$ cat src/rtl/hcc_pkg.sv
package hcc_pkg;

  // bits carried by one code block
  localparam int GROUP_BITS = 11;

  // default depth of the queue between front and back
  localparam int QUEUE_DEPTH_DEF = 4;

  // parity coverage masks, one per syndrome bit
  localparam logic [15:0] AREA_MASK [4] = '{16'h5555, 16'h3333, 16'h0F0F, 16'h00FF};

  // data bit positions within a block, counted from the msb
  localparam int DATA_POS [GROUP_BITS] = '{3, 5, 6, 7, 9, 10, 11, 12, 13, 14, 15};

  // hamming parity positions, counted from the msb
  localparam int PAR_POS [4] = '{1, 2, 4, 8};

  // one queue entry: up to two results of one input item
  typedef struct packed {
    logic        mode;      // 1 when the values are decoded bytes
    logic        two;       // entry holds two results
    logic        msg_end;   // input item closed its message
    logic [15:0] val0;
    logic [15:0] val1;
  } hcc_entry_t;

  // place 11 data bits and add hamming and overall parity
  function automatic logic [15:0] encode_group(input logic [GROUP_BITS-1:0] grp);
    logic [15:0] blk;
    blk = '0;
    for (int i = 0; i < GROUP_BITS; i++) begin
      blk[15 - DATA_POS[i]] = grp[GROUP_BITS - 1 - i];
    end
    for (int x = 0; x < 4; x++) begin
      if (^(blk & AREA_MASK[x])) begin
        blk[15 - PAR_POS[x]] = 1'b1;
      end
    end
    if (^blk) begin
      blk[15] = 1'b1;
    end
    return blk;
  endfunction

  // repair a single error when overall parity is odd, then extract data
  function automatic logic [GROUP_BITS-1:0] decode_block(input logic [15:0] blk_in);
    logic [15:0]           blk;
    logic [15:0]           flip;
    logic [GROUP_BITS-1:0] data;
    blk  = blk_in;
    flip = '1;
    data = '0;
    if (^blk) begin
      for (int x = 0; x < 4; x++) begin
        if (^(blk & AREA_MASK[x])) begin
          flip = flip & AREA_MASK[x];
        end else begin
          flip = flip & ~AREA_MASK[x];
        end
      end
      blk = blk ^ flip;
    end
    for (int i = 0; i < GROUP_BITS; i++) begin
      data[GROUP_BITS - 1 - i] = blk[15 - DATA_POS[i]];
    end
    return data;
  endfunction

endpackage

$ cat src/rtl/hcc_front.sv
module hcc_front
  import hcc_pkg::*;
(
  input  logic        clk,
  input  logic        rst_n,
  input  logic        cfg_we,
  input  logic        cfg_wdata,
  input  logic        in_fire,
  input  logic [7:0]  data_byte,
  input  logic [15:0] code_block,
  input  logic        message_end,
  output logic        push_valid,
  output hcc_entry_t  push_entry
);

  logic        mode_r;
  logic [9:0]  acc_r, acc_nxt;
  logic [3:0]  cnt_r, cnt_nxt;

  logic [17:0] acc_w;
  logic [4:0]  sum;
  logic        full_e;
  logic [4:0]  rem_e;
  logic [17:0] acc_e;
  logic [GROUP_BITS-1:0] g_full, g_pad;
  logic        pad_e;
  logic [15:0] blk_full, blk_pad;
  logic [GROUP_BITS-1:0] dec_data;
  logic [4:0]  rem1, rem2, rem_d;
  logic        two_d;
  logic [17:0] acc_d;
  logic [7:0]  byte1, byte2;
  logic [17:0] acc_n18;
  logic [4:0]  cnt_n5;

  // repair and extract the data bits of the received block
  assign dec_data = decode_block(code_block);

  // gearbox: append the new bits and cut off whole groups
  always_comb begin
    acc_w    = '0;
    sum      = '0;
    full_e   = 1'b0;
    rem_e    = '0;
    acc_e    = '0;
    g_full   = '0;
    g_pad    = '0;
    pad_e    = 1'b0;
    rem1     = '0;
    rem2     = '0;
    rem_d    = '0;
    two_d    = 1'b0;
    acc_d    = '0;
    byte1    = '0;
    byte2    = '0;
    if (!mode_r) begin
      acc_w  = {acc_r, data_byte};
      sum    = 5'(cnt_r) + 5'd8;
      full_e = (sum >= 5'd11);
      rem_e  = full_e ? (sum - 5'd11) : sum;
      g_full = GROUP_BITS'(acc_w >> rem_e);
      acc_e  = acc_w & ((18'(1) << rem_e) - 18'd1);
      pad_e  = message_end && (rem_e != 5'd0);
      g_pad  = GROUP_BITS'(acc_e << (5'd11 - rem_e));
    end else begin
      acc_w  = {acc_r[6:0], dec_data};
      sum    = 5'(cnt_r) + 5'd11;
      rem1   = sum - 5'd8;
      byte1  = 8'(acc_w >> rem1);
      two_d  = (rem1 >= 5'd8);
      rem2   = rem1 - 5'd8;
      byte2  = 8'(acc_w >> rem2);
      rem_d  = two_d ? rem2 : rem1;
      acc_d  = acc_w & ((18'(1) << rem_d) - 18'd1);
    end
  end

  // parity generation for the full and the padded group
  assign blk_full = encode_group(g_full);
  assign blk_pad  = encode_group(g_pad);

  // build the queue entry
  always_comb begin
    push_entry.mode    = mode_r;
    push_entry.msg_end = message_end;
    if (!mode_r) begin
      push_entry.two  = full_e && pad_e;
      push_entry.val0 = full_e ? blk_full : blk_pad;
      push_entry.val1 = blk_pad;
      push_valid      = in_fire && (full_e || pad_e);
      acc_n18         = acc_e;
      cnt_n5          = rem_e;
    end else begin
      push_entry.two  = two_d;
      push_entry.val0 = {8'h00, byte1};
      push_entry.val1 = {8'h00, byte2};
      push_valid      = in_fire;
      acc_n18         = acc_d;
      cnt_n5          = rem_d;
    end
    if (message_end) begin
      acc_nxt = '0;
      cnt_nxt = '0;
    end else begin
      acc_nxt = acc_n18[9:0];
      cnt_nxt = cnt_n5[3:0];
    end
  end

  // mode register and gearbox state
  always_ff @(posedge clk) begin
    if (!rst_n) begin
      mode_r <= 1'b0;
      acc_r  <= '0;
      cnt_r  <= '0;
    end else if (cfg_we) begin
      mode_r <= cfg_wdata;
      acc_r  <= '0;
      cnt_r  <= '0;
    end else if (in_fire) begin
      acc_r  <= acc_nxt;
      cnt_r  <= cnt_nxt;
    end
  end

`ifndef SYNTHESIS
  // encode never holds a full group
  a_cnt_range: assert property (@(posedge clk) disable iff (!rst_n)
    cnt_r <= 4'd10)
    else $error("gearbox count out of range");

  // decode never holds a whole byte
  a_dec_cnt: assert property (@(posedge clk) disable iff (!rst_n)
    mode_r |-> cnt_r < 4'd8)
    else $error("decode gearbox holds a whole byte");

  // a closed message leaves the gearbox empty
  a_end_clear: assert property (@(posedge clk) disable iff (!rst_n)
    (in_fire && message_end && !cfg_we) |=> (cnt_r == 4'd0))
    else $error("gearbox not cleared at message end");
`endif

endmodule

$ cat src/rtl/hcc_queue.sv
module hcc_queue
  import hcc_pkg::*;
#(
  parameter int QUEUE_DEPTH = QUEUE_DEPTH_DEF
) (
  input  logic       clk,
  input  logic       rst_n,
  input  logic       push,
  input  hcc_entry_t push_entry,
  output logic       full,
  input  logic       pop,
  output hcc_entry_t head_entry,
  output logic       empty
);

  localparam int PTR_W = (QUEUE_DEPTH > 1) ? $clog2(QUEUE_DEPTH) : 1;
  localparam int CNT_W = $clog2(QUEUE_DEPTH + 1);

  hcc_entry_t mem_r [QUEUE_DEPTH];
  logic [PTR_W-1:0] wr_ptr_r, rd_ptr_r;
  logic [CNT_W-1:0] count_r;
  logic do_push, do_pop;

  assign full       = (count_r == CNT_W'(QUEUE_DEPTH));
  assign empty      = (count_r == '0);
  assign do_push    = push && !full;
  assign do_pop     = pop && !empty;
  assign head_entry = mem_r[rd_ptr_r];

  // entry storage
  always_ff @(posedge clk) begin
    if (do_push) begin
      mem_r[wr_ptr_r] <= push_entry;
    end
  end

  // pointers and fill count
  always_ff @(posedge clk) begin
    if (!rst_n) begin
      wr_ptr_r <= '0;
      rd_ptr_r <= '0;
      count_r  <= '0;
    end else begin
      if (do_push) begin
        wr_ptr_r <= (wr_ptr_r == PTR_W'(QUEUE_DEPTH - 1)) ? '0 : wr_ptr_r + 1'b1;
      end
      if (do_pop) begin
        rd_ptr_r <= (rd_ptr_r == PTR_W'(QUEUE_DEPTH - 1)) ? '0 : rd_ptr_r + 1'b1;
      end
      if (do_push && !do_pop) begin
        count_r <= count_r + 1'b1;
      end else if (!do_push && do_pop) begin
        count_r <= count_r - 1'b1;
      end
    end
  end

`ifndef SYNTHESIS
  // fill count tracks the pointer distance
  a_cnt_ptr: assert property (@(posedge clk) disable iff (!rst_n)
    (count_r == '0 || count_r == CNT_W'(QUEUE_DEPTH)) |-> (wr_ptr_r == rd_ptr_r))
    else $error("queue pointers disagree with fill count");
`endif

endmodule

$ cat src/rtl/hcc_back.sv
module hcc_back
  import hcc_pkg::*;
(
  input  logic        clk,
  input  logic        rst_n,
  input  hcc_entry_t  head_entry,
  input  logic        empty,
  output logic        pop,
  output logic        out_tvalid,
  input  logic        out_tready,
  output logic [23:0] out_tdata,
  output logic        out_tuser,
  output logic        out_tlast
);

  logic        sel_r;
  logic [15:0] cur;
  logic        last_beat;
  logic        fire;

  // pick the current result of the head entry
  assign cur        = sel_r ? head_entry.val1 : head_entry.val0;
  assign last_beat  = !head_entry.two || sel_r;
  assign out_tvalid = !empty;
  assign fire       = out_tvalid && out_tready;
  assign pop        = fire && last_beat;

  // format the beat for the active mode
  assign out_tdata = head_entry.mode ? {cur[7:0], 16'h0000} : {8'h00, cur};
  assign out_tuser = last_beat;
  assign out_tlast = last_beat && head_entry.msg_end;

  // step to the second result of a two-result entry
  always_ff @(posedge clk) begin
    if (!rst_n) begin
      sel_r <= 1'b0;
    end else if (fire) begin
      sel_r <= !last_beat;
    end
  end

`ifndef SYNTHESIS
  // second beat only exists for a waiting two-result entry
  a_sel_two: assert property (@(posedge clk) disable iff (!rst_n)
    sel_r |-> (!empty && head_entry.two))
    else $error("second beat selected without a two-result entry");
`endif

endmodule

$ cat src/rtl/hamming_16_11_stream_codec.sv
// a result beat is stored in the queue when its input beat is accepted and offered from the queue head
// one input beat per cycle in encode while the queue is not full; decode turns each
//   beat into 11 data bits and can emit two byte beats for one input beat, and the
//   queue of QUEUE_DEPTH entries absorbs shorter bursts and output stalls
// in_tready drops only while the queue is full
// reset (rst_n low, synchronous): encode mode, gearbox empty, queue empty
module hamming_16_11_stream_codec
  import hcc_pkg::*;
#(
  parameter int QUEUE_DEPTH = QUEUE_DEPTH_DEF
) (
  input  logic        clk,
  input  logic        rst_n,
  input  logic        cfg_we,
  input  logic        cfg_wdata,     // decode_mode
  input  logic        in_tvalid,
  output logic        in_tready,
  input  logic [23:0] in_tdata,      // data_byte[7:0], code_block[23:8]
  input  logic        in_tlast,      // message_end
  output logic        out_tvalid,
  input  logic        out_tready,
  output logic [23:0] out_tdata,     // block_out[15:0], byte_out[23:16]
  output logic        out_tuser,     // run_last
  output logic        out_tlast      // message_done
);

  logic       in_fire;
  logic       push_valid;
  hcc_entry_t push_entry;
  hcc_entry_t head_entry;
  logic       q_full, q_empty, q_pop;

  assign in_tready = !q_full;
  assign in_fire   = in_tvalid && in_tready;

  // accept and gearbox
  hcc_front u_front (
    .clk         (clk),
    .rst_n       (rst_n),
    .cfg_we      (cfg_we),
    .cfg_wdata   (cfg_wdata),
    .in_fire     (in_fire),
    .data_byte   (in_tdata[7:0]),
    .code_block  (in_tdata[23:8]),
    .message_end (in_tlast),
    .push_valid  (push_valid),
    .push_entry  (push_entry)
  );

  // decoupling queue
  hcc_queue #(
    .QUEUE_DEPTH (QUEUE_DEPTH)
  ) u_queue (
    .clk        (clk),
    .rst_n      (rst_n),
    .push       (push_valid),
    .push_entry (push_entry),
    .full       (q_full),
    .pop        (q_pop),
    .head_entry (head_entry),
    .empty      (q_empty)
  );

  // result beat sequencer
  hcc_back u_back (
    .clk        (clk),
    .rst_n      (rst_n),
    .head_entry (head_entry),
    .empty      (q_empty),
    .pop        (q_pop),
    .out_tvalid (out_tvalid),
    .out_tready (out_tready),
    .out_tdata  (out_tdata),
    .out_tuser  (out_tuser),
    .out_tlast  (out_tlast)
  );

endmodule
$ cat config.mk
export PLATFORM = sky130hd
export DESIGN_NAME = hamming_16_11_stream_codec
export DESIGN_NICKNAME = d
export VERILOG_FILES = /design/src/rtl/hcc_pkg.sv /design/src/rtl/hcc_front.sv /design/src/rtl/hcc_queue.sv /design/src/rtl/hcc_back.sv /design/src/rtl/hamming_16_11_stream_codec.sv
export SDC_FILE = /design/constraint.sdc
export NUM_CORES = 1
export LEC_CHECK = 0
export ABC_AREA = 1
export BUFFER_PORTS_ARGS = -buffer_cell sky130_fd_sc_hd__buf_2
export CAP_MARGIN = 15
export CORE_UTILIZATION = 50
export CTS_CLUSTER_DIAMETER = 50
export CTS_CLUSTER_SIZE = 24
export DETAILED_ROUTE_END_ITERATION = 6
export PLACE_DENSITY = 0.78
export REMOVE_ABC_BUFFERS = 1
export SLEW_MARGIN = 10
export SYNTH_ARGS = -nofsm -noshare
export SYNTH_HDL_FRONTEND = slang
export SYNTH_SLANG_ARGS = --single-unit
$ cat constraint.sdc
create_clock -name clk -period 4.8 [get_ports clk]
set_input_delay 0.48 -clock clk [delete_from_list [all_inputs] [get_ports clk]]
set_output_delay 0.48 -clock clk [all_outputs]
set_load 0.02 [all_outputs]
Word-level counts from Yosys, hierarchy flattened
Memories as Yosys holds them, arrays and structs flattened. A register that Yosys moved wholly into a read port is not among the register bits.
Cells that the tools add are included.
{"block": "classes", "eq_ne": 3, "reduce_logical": 38, "magnitude_cmp": 2, "n_addsub": 12, "muxes": 40, "shift": 6, "bitwise_logic": 4}
{"op": "$reduce_xor 16->1", "count": 15}
{"op": "$mux 13", "count": 6}
{"op": "$shr 18x5->8", "count": 2}
{"op": "$mux 16", "count": 2}
{"op": "$mux 32", "count": 1}
{"op": "$mux 24", "count": 1}
{"op": "$mux 11", "count": 2}
{"op": "$mux 10", "count": 2}
{"op": "$and 18x18->18", "count": 1}
{"op": "$shl 1x5->18 const A", "count": 1}
{"op": "$shl 18x5->11", "count": 1}
{"op": "$shr 18x5->11", "count": 1}
{"op": "$sub 18x1->18 const B", "count": 1}
{"op": "$mux 1", "count": 16}
{"op": "$sub 5x4->5 const B", "count": 3}
{"op": "$xor 13x13->13", "count": 1}
{"op": "$logic_and 1x1->1", "count": 11}
{"op": "$add 4x4->5 const B", "count": 2}
{"op": "$and 10x10->10", "count": 1}
{"op": "$ge 5x4->1 const B", "count": 2}
{"op": "$mux 5", "count": 2}
{"op": "$shl 1x5->10 const A", "count": 1}
{"op": "$sub 10x1->10 const B", "count": 1}
{"op": "$mux 2", "count": 4}
{"op": "other kinds (15)", "count": 25}
{"block": "word_totals", "memories": 1, "inputBits": 31, "output_inout_bits": 28, "register_bits": 23, "elab_cells": 113, "ram_bits": 140}
{"memory": "u_queue.mem_r", "depth": 4, "width": 35, "read_ports": 1, "rd_clocked_by_memory_dff": 1, "wr": 1, "line_no": "hcc_queue.sv:19", "rtl": "hcc_entry_t mem_r [QUEUE_DEPTH];"}

Longest topological paths before layout
Gate-level depths: netlist (run 1).
{"block": "depth", "word_depth": 14, "mapped_depth": 32, "mapped_depth_nobuf": 29}

By module
Synthesis (run 1) repeated with hierarchy kept, for this count alone.
{"block": "unflattened", "hier_cells": 1471, "area_unflattened_um2": 11150.7}
{"module": "hcc_queue", "seq_area_each_um2": 4384.2, "cells_per_inst": 410, "instances": 1, "area_each_um2": 5675.4}
{"module": "hcc_front", "seq_area_each_um2": 300.3, "cells_per_inst": 975, "instances": 1, "area_each_um2": 5036.1}
{"module": "hcc_back", "seq_area_each_um2": 20.0, "cells_per_inst": 83, "instances": 1, "area_each_um2": 425.4}
{"module": "hamming_16_11_stream_codec", "seq_area_each_um2": 0.0, "cells_per_inst": 3, "instances": 1, "area_each_um2": 13.8}

Least setup slack after synthesis (run 1)
Ideal clock, no wire load.
{"block": "synth_timing", "path_type": "register to register", "startpoint": "register u_front.cnt_r[0]", "endpoint": "memory u_queue.mem_r[0][0] (netlist bit) (enable)", "required_time_ps": 4373, "setup_ps": 427, "path_slack_ps": 727, "path_buffers": 2, "stages_incl_launch_ff": 15, "period_less_slack_ps": 4073, "t_arrival_ps": 3646, "cell_sequence": "dfxtp_1 -> buf_2 -> inv_2 -> buf_1 -> ha_1 -> clkinv_1 -> nand2_1 -> nand2_1 -> nand2_2 -> inv_2 -> nand2_1 -> nand2_1 -> a21oi_1 -> inv_1 -> nor2_1"}
{"block": "synth_between", "elab_chain_len": 12, "elab_cells_between_ends": 14, "classes_between": "2 x add/sub; 1 x order compare; 6 x mux; 5 x reduce/logical"}
{"item": "start: declaration", "line_no": "hcc_front.sv:18", "rtl": "logic [3:0] cnt_r, cnt_nxt;"}
{"item": "start signal: assignment", "line_no": "hcc_front.sv:122", "rtl": "cnt_r <= cnt_nxt;"}
{"item": "$add 4x4->5 *", "line_no": "hcc_front.sv:58", "rtl": "sum = 5'(cnt_r) + 5'd8;"}
{"item": "$sub 5x4->5 or $ge 5x4->1 (tied branches)", "line_no": "hcc_front.sv:60, hcc_front.sv:59"}
{"item": "$mux 5", "line_no": "hcc_front.sv:60", "rtl": "rem_e = full_e ? (sum - 5'd11) : sum;"}
{"item": "$reduce_bool 5->1", "line_no": "hcc_front.sv:63", "rtl": "pad_e = message_end && (rem_e != 5'd0);"}
{"item": "$logic_and 1x1->1", "line_no": "hcc_front.sv:63"}
{"item": "$mux 1", "line_no": "hcc_front.sv:56", "rtl": "if (!mode_r) begin"}
{"item": "$logic_or 1x1->1 *", "line_no": "hcc_front.sv:90", "rtl": "push_valid = in_fire && (full_e || pad_e);"}
{"item": "$logic_and 1x1->1 *", "line_no": "hcc_front.sv:90"}
{"item": "$mux 1 *", "line_no": "hcc_front.sv:86", "rtl": "if (!mode_r) begin"}
{"item": "$logic_and 1x1->1 *", "line_no": "hcc_queue.sv:26", "rtl": "assign do_push = push && !full;"}
{"item": "named net u_queue.do_push", "line_no": "hcc_queue.sv:22", "rtl": "logic do_push, do_pop;"}
{"item": "$mux 1 *", "line_no": "hcc_queue.sv:32", "rtl": "if (do_push) begin"}
{"item": "$mux 1 (not written as such) *", "line_no": "hcc_queue.sv:33", "rtl": "mem_r[wr_ptr_r] <= push_entry;"}
{"item": "end: declaration", "line_no": "hcc_queue.sv:19"}
Mark *: on every way through the listed nets, which the timed path passes. The rest lies on a longest branch.

==> results of run 1 <==
-- layout make-up --
class / instances / share of cell area (%)
clock buffer: 17 / 3.55
multi-input combinational: 1068 / 45.8
sequential: 165 / 39.2
timing repair buffer: 79 / 3.73
tap: 275 / 2.87
inverter: 106 / 3.36
clock inverter: 15 / 1.41
-- worst max-delay path, delay by kind of cell (launching register included) --
kind                       cells  cell delay, ns
adders and majority gates      2            0.56
buffers and inverters          7            1.01
and+or+nand+nor               15            1.41
AOI/OAI and AO/OA              4            0.82
DFF                            1            0.31
-- flip-flops by register name, summed over array words and instances (netlist names), named ones only --
name	flops
u_front.acc_r	10
u_queue.count_r	3
u_back.sel_r	1
u_front.mode_r	1
u_front.cnt_r	4
u_queue.wr_ptr_r	2
u_queue.mem_r	140
u_queue.rd_ptr_r	2
-- power groups by stage --
stage / clock, W / sequential, W / combinational [W]
2_1_floorplan: 0 / 0.00196 / 0.00156
3_3_place_gp: 0 / 0.00195 / 0.00223
3_5_place_dp: 0 / 0.00195 / 0.00229
4_1_cts: 0.00139 / 0.00192 / 0.00230
5_1_grt: 0.00145 / 0.00194 / 0.00257
6_report: 0.00138 / 0.00192 / 0.00231
-- routing by layer --
| metal | GRT usage [%] | wire length [µm] | vias up |
|---|---|---|---|
| met4 | 11.2 | 987 | 0 |
| met1 | 36.2 | 12600 | 4537 |
| li1 | - | - | 4863 |
| met5 | 0 | 0 | - |
| met3 | 4.27 | 2410 | 77 |
| met2 | 42.6 | 13100 | 504 |
-- per-stage QoR --
| stage | setup WS (ns) | util [%] |
|---|---|---|
| floorplan | -0.568 | - |
| global placement | 0.736 | 53.7 |
| detailed placement | 0.564 | 53.7 |
| CTS | 0.513 | 56.5 |
| global route | 0.0416 | 56.5 |
| finish | 0.423 | 56.5 |
-- cells by family after synthesis --
logic type / count (synthesis)
adder cells (fa/ha/maj): 17
flip-flops: 165
AND/OR/NAND/NOR: 722
AO/OA/AOI/OAI: 277
XOR/XNOR: 51
multiplexers: 1
buffers and inverters: 171
-- path summary, 6_finish.rpt --
kind / to / depth (start not counted) / slack, ns / from
setup / recovery: u_queue.mem_r[1][31] / 28 / 0.42 / u_front.cnt_r[0]
hold / removal: u_front.mode_r / 3 / 0.35 / cfg_we
setup reg to reg: u_queue.mem_r[1][31] / 28 / 0.42 / u_front.cnt_r[0]
hold reg to reg: u_front.acc_r[9] / 2 / 0.48 / u_front.acc_r[9]
-- placed cells by master (no fill, tap or decap), types with 27 or more instances in the layout --
| cell type | Yosys | final |
|---|---|---|
| nand2_1 | 316 | 316 |
| nor2_1 | 171 | 167 |
| nand3_1 | 151 | 151 |
| o21ai_0 | 145 | 145 |
| edfxtp_1 | 140 | 140 |
| inv_1 | 92 | 91 |
| buf_2 | 6 | 58 |
| a21oi_1 | 38 | 38 |
| xnor2_1 | 34 | 34 |
| o22ai_1 | 27 | 27 |
==> metrics.md, run 1 <==
| Metric | Value |
|---|---|
| Final hold violations | 0 |
| Port Buffer Count | 58 |
| TritonCTS sink count | 165 |
| Slew headroom | between 30% and 40% |
| Post-DP HPWL | a little over 20000 µm |
| Leak | ~4.8 nW |
| Power per cell area | 469 nW/µm² |
| CTS Buffer Depth | 2 |
| Placement Rows | 53 |
| Critical Path Start Type | flop |
| Critical Path End Type | flop |
| Synth Area in Compound Gates | 14.5% |
| Initial antenna violation count | 0 |
| FF+latch area | between 4000 and 5000 µm² |
| Final min period | ~4.4 ns |
| Status | complete, no violations |
| Hold/Removal Path Class | in2reg |
| Maximum VDD drop | ~0.26 mV |
| Crit path required time | 4.96 ns |
| Xor and xnor area share after synthesis | roughly 4.2% |
| Area of the multi-input gates | about 5500 µm² |
| Core Region | around 21000 µm² |
| Sequential share of the synthesized area | between 40% and 50% |
| Tot GR Track Use | between 20% and 30% |
| Comb power frac | about two fifths |
| Clk pwr share | about a quarter |
| Share of cells above drive strength 1 | between 10% and 20% |
| Antenna-violating nets left | 0 |
| Synth Register Bits | approximately 170 |
| Period Utilization, post-route | between 90% and 100% |
| Post-cts repair resize count | 0 |
| Post-synth EDFFs | 140 |
| Post-synth top cells | nand2_1, nor2_1, nand3_1 |
| Vias in the first global route | between 8000 and 9000 |
| Drt pass-1 iters | 6 |
| Seq pwr share | between 30% and 40% |
| Synth async-reset ratio | 0% |
| Root buffer cell | clkbuf_16 |
| Total Wirelength | just under 30000 µm |
| Cell taking the most area after synthesis | edfxtp_1 |
| Switching part of the total | approximately 41% |
| Cell mode on critical path | nand2_1 |
| Htree depth | 4 |
| Top_reg_cell synth | edfxtp_1 |
| Critical path fanouts, max | 21 |
| Final instance area | about 12000 µm² |
| Syn Inst Count | approximately 1400 |
| Die Wd | 150 µm |
| CP max-delay cell | dfxtp_1 |
| Setup CP Type | reg2reg |
| Mux cell area share after synthesis | less than 1% |
| Net Sw Power | around 0.0023 W |
| Area of the die | 22400 µm² |
| Die height | ~150 µm |
| Area contributors post-synth | edfxtp_1, nand2_1, nand3_1 |
| Post-synth top area share | just under 40% |
| Synth Warn # | 0 |
| TritonCTS clock tree | done |
| Via count | around 10000 |
| Nets | around 1500 |
| Mapped Area | between 10000 and 15000 µm² |
| Max incr delay on CP | about 0.31 ns |
| Setup bufs post-CTS | 0 |
| Adder-cell share of the synthesized area | 2.02% |
| Area Growth Syn to Fin | 9.97% |
| Clock slew at reported path FFs | around 0.07 ns |
| Wire length per cell | 16.9 µm |
| Grt ovf | 0 |
| Main combinational cell family by area after synthesis | simple AND/OR/NAND/NOR gates |
| Post-Layout Cell Count | between 1500 and 2000 |
| Routability congestion estimate | between 1 and 1.5 |
| Maxcap violations | 0 |
| Distinct cells, synth | 52 |
| Initial Utilization | about half |
| Slew Limit Fails | 0 |
| DP Area | around 11000 µm² |
| Post-Synth Simple-Gate Area | between 20% and 30% |
| Hold_ws | between 0.3 and 0.4 ns |
| Total power | roughly 0.0056 W |
| First-pass GRT wire length | approximately 46000 µm |
| Largest net degree at the start of global routing | 47 |
| Layout fillers | 1892 |
| 1st-iter DRT viols | between 1000 and 1500 |
| Total CTS buffers | 17 |
| Cts hold-fix bufs | 0 |
| Inst Count DP | 1693 |
| Setup TNS Final | 0 ns |
| Via density | ~5.8 |
| IO Pins | 59 |
| Most common cell in the netlist | nand2_1 |
| RSZ-0062 raised after global routing | false |
| Antenna cells | 0 |
| Int Power | between 0.003 and 0.004 W |
| Worst-margin pin slew | roughly 0.95 ns |
| CP Data Arrival Time | approximately 4.5 ns |
| Clock latency on the worst-skew pair | 0.43 ns |
| Setup Skew | about 0.014 ns |
| Number of remaining DRC errors | 0 |
| Avg Inst Size Synth | between 7 and 8 µm² |
| Final setup fails | 0 |
| FMAX | ~230 MHz |
Note: power is estimated with default switching activity, not from simulation.
==> run 2, diff against run 1 <==
RECOVER_POWER = 25   (was unset)
==> run 2 against run 1 <==
Compared with the run above:
- the flow now finishes with violations (capacitance limit, slew limit)
- worst hold slack barely moved
- critical path depth did not move
- wire length rose by 0.83%
- flip-flop and latch count did not move
- power fell by 0.25%
- cell count did not move
- largest cell class unchanged
==> metrics.md, run 2 (synthesized netlist as in run 1, its figures left out) <==
| Metric | Value |
|---|---|
| CP Data Arrival Time | 4.60 ns (+0.06 ns) |
| Total Wirelength | 29400 µm (+0.83%) |
| Inst Count DP | 1693 (unchanged) |
| Setup TNS Final | 0 ns (unchanged) |
| Post-cts repair resize count | 0 (unchanged) |
| Largest net degree at the start of global routing | 47 (unchanged) |
| Slew headroom | -20.1% (-56 points) |
| Hold/Removal Path Class | in2reg |
| Nets | 1485 (unchanged) |
| Vias in the first global route | 8967 (unchanged) |
| Maxcap violations | 1 (+1) |
| CP top delay family | simple AND/OR/NAND/NOR gates |
| Antenna-violating nets left | 0 (unchanged) |
| Routability congestion estimate | 1.05 (unchanged) |
| Worst-margin pin slew | 1.80 ns (+0.848 ns) |
| Crit path required time | 4.96 ns (about the same) |
| Area of the die | 22400 µm² (unchanged) |
| Die Wd | 150 µm (unchanged) |
| Via density | 5.79 (about the same) |
| Max incr delay on CP | 0.39 ns (+0.08 ns) |
| Switching part of the total | 41.5% (+0.24 points) |
| FMAX | 226 MHz (-1.2%) |
| Net Sw Power | 0.00233 W (+0.34%) |
| Maximum VDD drop | 0.257 mV (about the same) |
| First-pass GRT wire length | 46200 µm (unchanged) |
| Max FFs per register | 140 (unchanged) |
| Share of cells above drive strength 1 | 11.2% (-1.9 points) |
| Cell mode on critical path | nand2_1 |
| Htree depth | 4 (unchanged) |
| Clock slew at reported path FFs | 0.08 ns (about the same) |
| Final min period | 4.43 ns (+0.0545 ns) |
| Grt ovf | 0 (unchanged) |
| Most frequent cells in the layout | nand2_1, nor2_1, nand3_1 |
| Top reg by flops | u_queue.mem_r |
| Post-DP HPWL | 20400 µm (unchanged) |
| Critical path fanouts, max | 21 (unchanged) |
| Hold_ws | 0.353 ns (-0.000107 ns) |
| TritonCTS clock tree | done |
| Area Growth Syn to Fin | 9.34% |
| IO Pins | 59 (unchanged) |
| Int Power | 0.00328 W (-0.66%) |
| Final hold violations | 0 (unchanged) |
| Post-Layout Cell Count | 1725 (unchanged) |
| Setup CP Type | reg2reg |
| Buffer and inverter count on the worst path | 7 (unchanged) |
| TritonCTS sink count | 165 (unchanged) |
| RSZ-0062 raised after global routing | false |
| Initial antenna violation count | 0 (unchanged) |
| Leak | 4.74 nW (-1.1%) |
| CP max-delay cell | a21oi_1 |
| Final setup fails | 0 (unchanged) |
| Power per cell area | 470 nW/µm² (+0.33%) |
| Clk pwr share | 24.8% (+0.2 points) |
| Cts hold-fix bufs | 0 (unchanged) |
| Seq pwr share | 34.3% (about the same) |
| Critical Path Start Type | flop |
| Period Utilization, post-route | 92.3% (+1.1 points) |
| Via count | 9988 (+0.070%) |
| Initial Utilization | 51.4% (unchanged) |
| CTS Buffer Depth | 2 (unchanged) |
| Biggest regs | u_queue.mem_r x140, u_front.acc_r x10, u_front.cnt_r x4 |
| Critical Path End Type | flop |
| Port Buffer Count | 58 (unchanged) |
| Total CTS buffers | 17 (unchanged) |
| Antenna cells | 0 (unchanged) |
| Failing checks | capacitance limit, slew limit |
| Placement Rows | 53 (unchanged) |
| Setup bufs post-CTS | 0 (unchanged) |
| Core Region | 21200 µm² (unchanged) |
| Number of remaining DRC errors | 0 (unchanged) |
| Status | complete, but fails checks |
| Commonest non-fill, non-tap cell in the layout | nand2_1 |
| Die height | 150 µm (unchanged) |
| Root buffer cell | clkbuf_16 |
| Comb power frac | 40.9% (-0.3 points) |
| Drt pass-1 iters | 7 (+1) |
| 1st-iter DRT viols | 1128 (+4.8%) |
| Slew Limit Fails | 43 (+43) |
| Wire length per cell | 17.1 µm (+0.83%) |
| Tot GR Track Use | 26.7% (unchanged) |
| Clock latency on the worst-skew pair | 0.43 ns (about the same) |
| Setup Skew | 0.0147 ns (+0.000811 ns) |
==> run 2: cell types whose count changed in the layout (fill, tap and decap cells not counted), moves of 4 or more <==
| cell | change |
|---|---|
| clkbuf_1 | +15 |
| nand2_1 | +5 |
| nand2_2 | -4 |
| buf_4 | -4 |
| buf_2 | -13 |
==> run 2: worst paths after layout <==
path,from,cells after the start,to,slack (ns)
worst max register to register,u_front.cnt_r[0],28,u_queue.mem_r[0][31],0.37
worst min register to register,u_front.acc_r[9],2,u_front.acc_r[9],0.49
worst min-delay path,cfg_we,3,u_front.mode_r,0.35
worst max-delay path,u_front.cnt_r[0],28,u_queue.mem_r[0][31],0.37
==> run 2: area by class of cell <==
type	instances	area (µm²)
fill	1921	9300
multi-input combinational	1068	5460
sequential	165	4700
clock buffer	17	425
timing repair buffer	79	419
inverter	106	403
tap	275	344
clock inverter	15	169
==> run 2: worst reg2reg max path: cells and delay by family (launching register included) <==
| kind | cells | cell delay, ns |
|---|---|---|
| DFF | 1 | 0.31 |
| and+or+nand+nor | 17 | 1.70 |
| adders and majority gates | 2 | 0.56 |
| AOI/OAI and AO/OA | 2 | 0.58 |
| buffers and inverters | 7 | 1.03 |
==> run 2: through the flow <==
step	power, W	instance area [µm²]	setup WS, ns	util [%]
final	0.00561	11900	0.368	56.2
after global placement	0.00418	11400	0.736	53.7
after floorplan	0.00352	10600	-0.568	-
after global routing	0.00593	11900	0.0313	56.2
after detailed placement	0.00424	11400	0.564	53.7
after CTS	0.00562	12000	0.513	56.5
==> run 2: layer usage <==
metal  up-vias  GRT usage [%]  wire [µm]
met5         -              0          0
met4         0           11.2        933
met3        74           4.27       2490
met2       497           42.6      13300
met1      4556           36.2      12700
li1       4861              -          -
==> run 2: power groups by stage <==
| stage | sequential, W | combinational, W | clock, W |
|---|---|---|---|
| 3_5_place_dp | 0.00195 | 0.00229 | 0 |
| 3_3_place_gp | 0.00195 | 0.00223 | 0 |
| 4_1_cts | 0.00192 | 0.00230 | 0.00139 |
| 6_report | 0.00192 | 0.00229 | 0.00139 |
| 2_1_floorplan | 0.00196 | 0.00156 | 0 |
| 5_1_grt | 0.00194 | 0.00255 | 0.00145 |
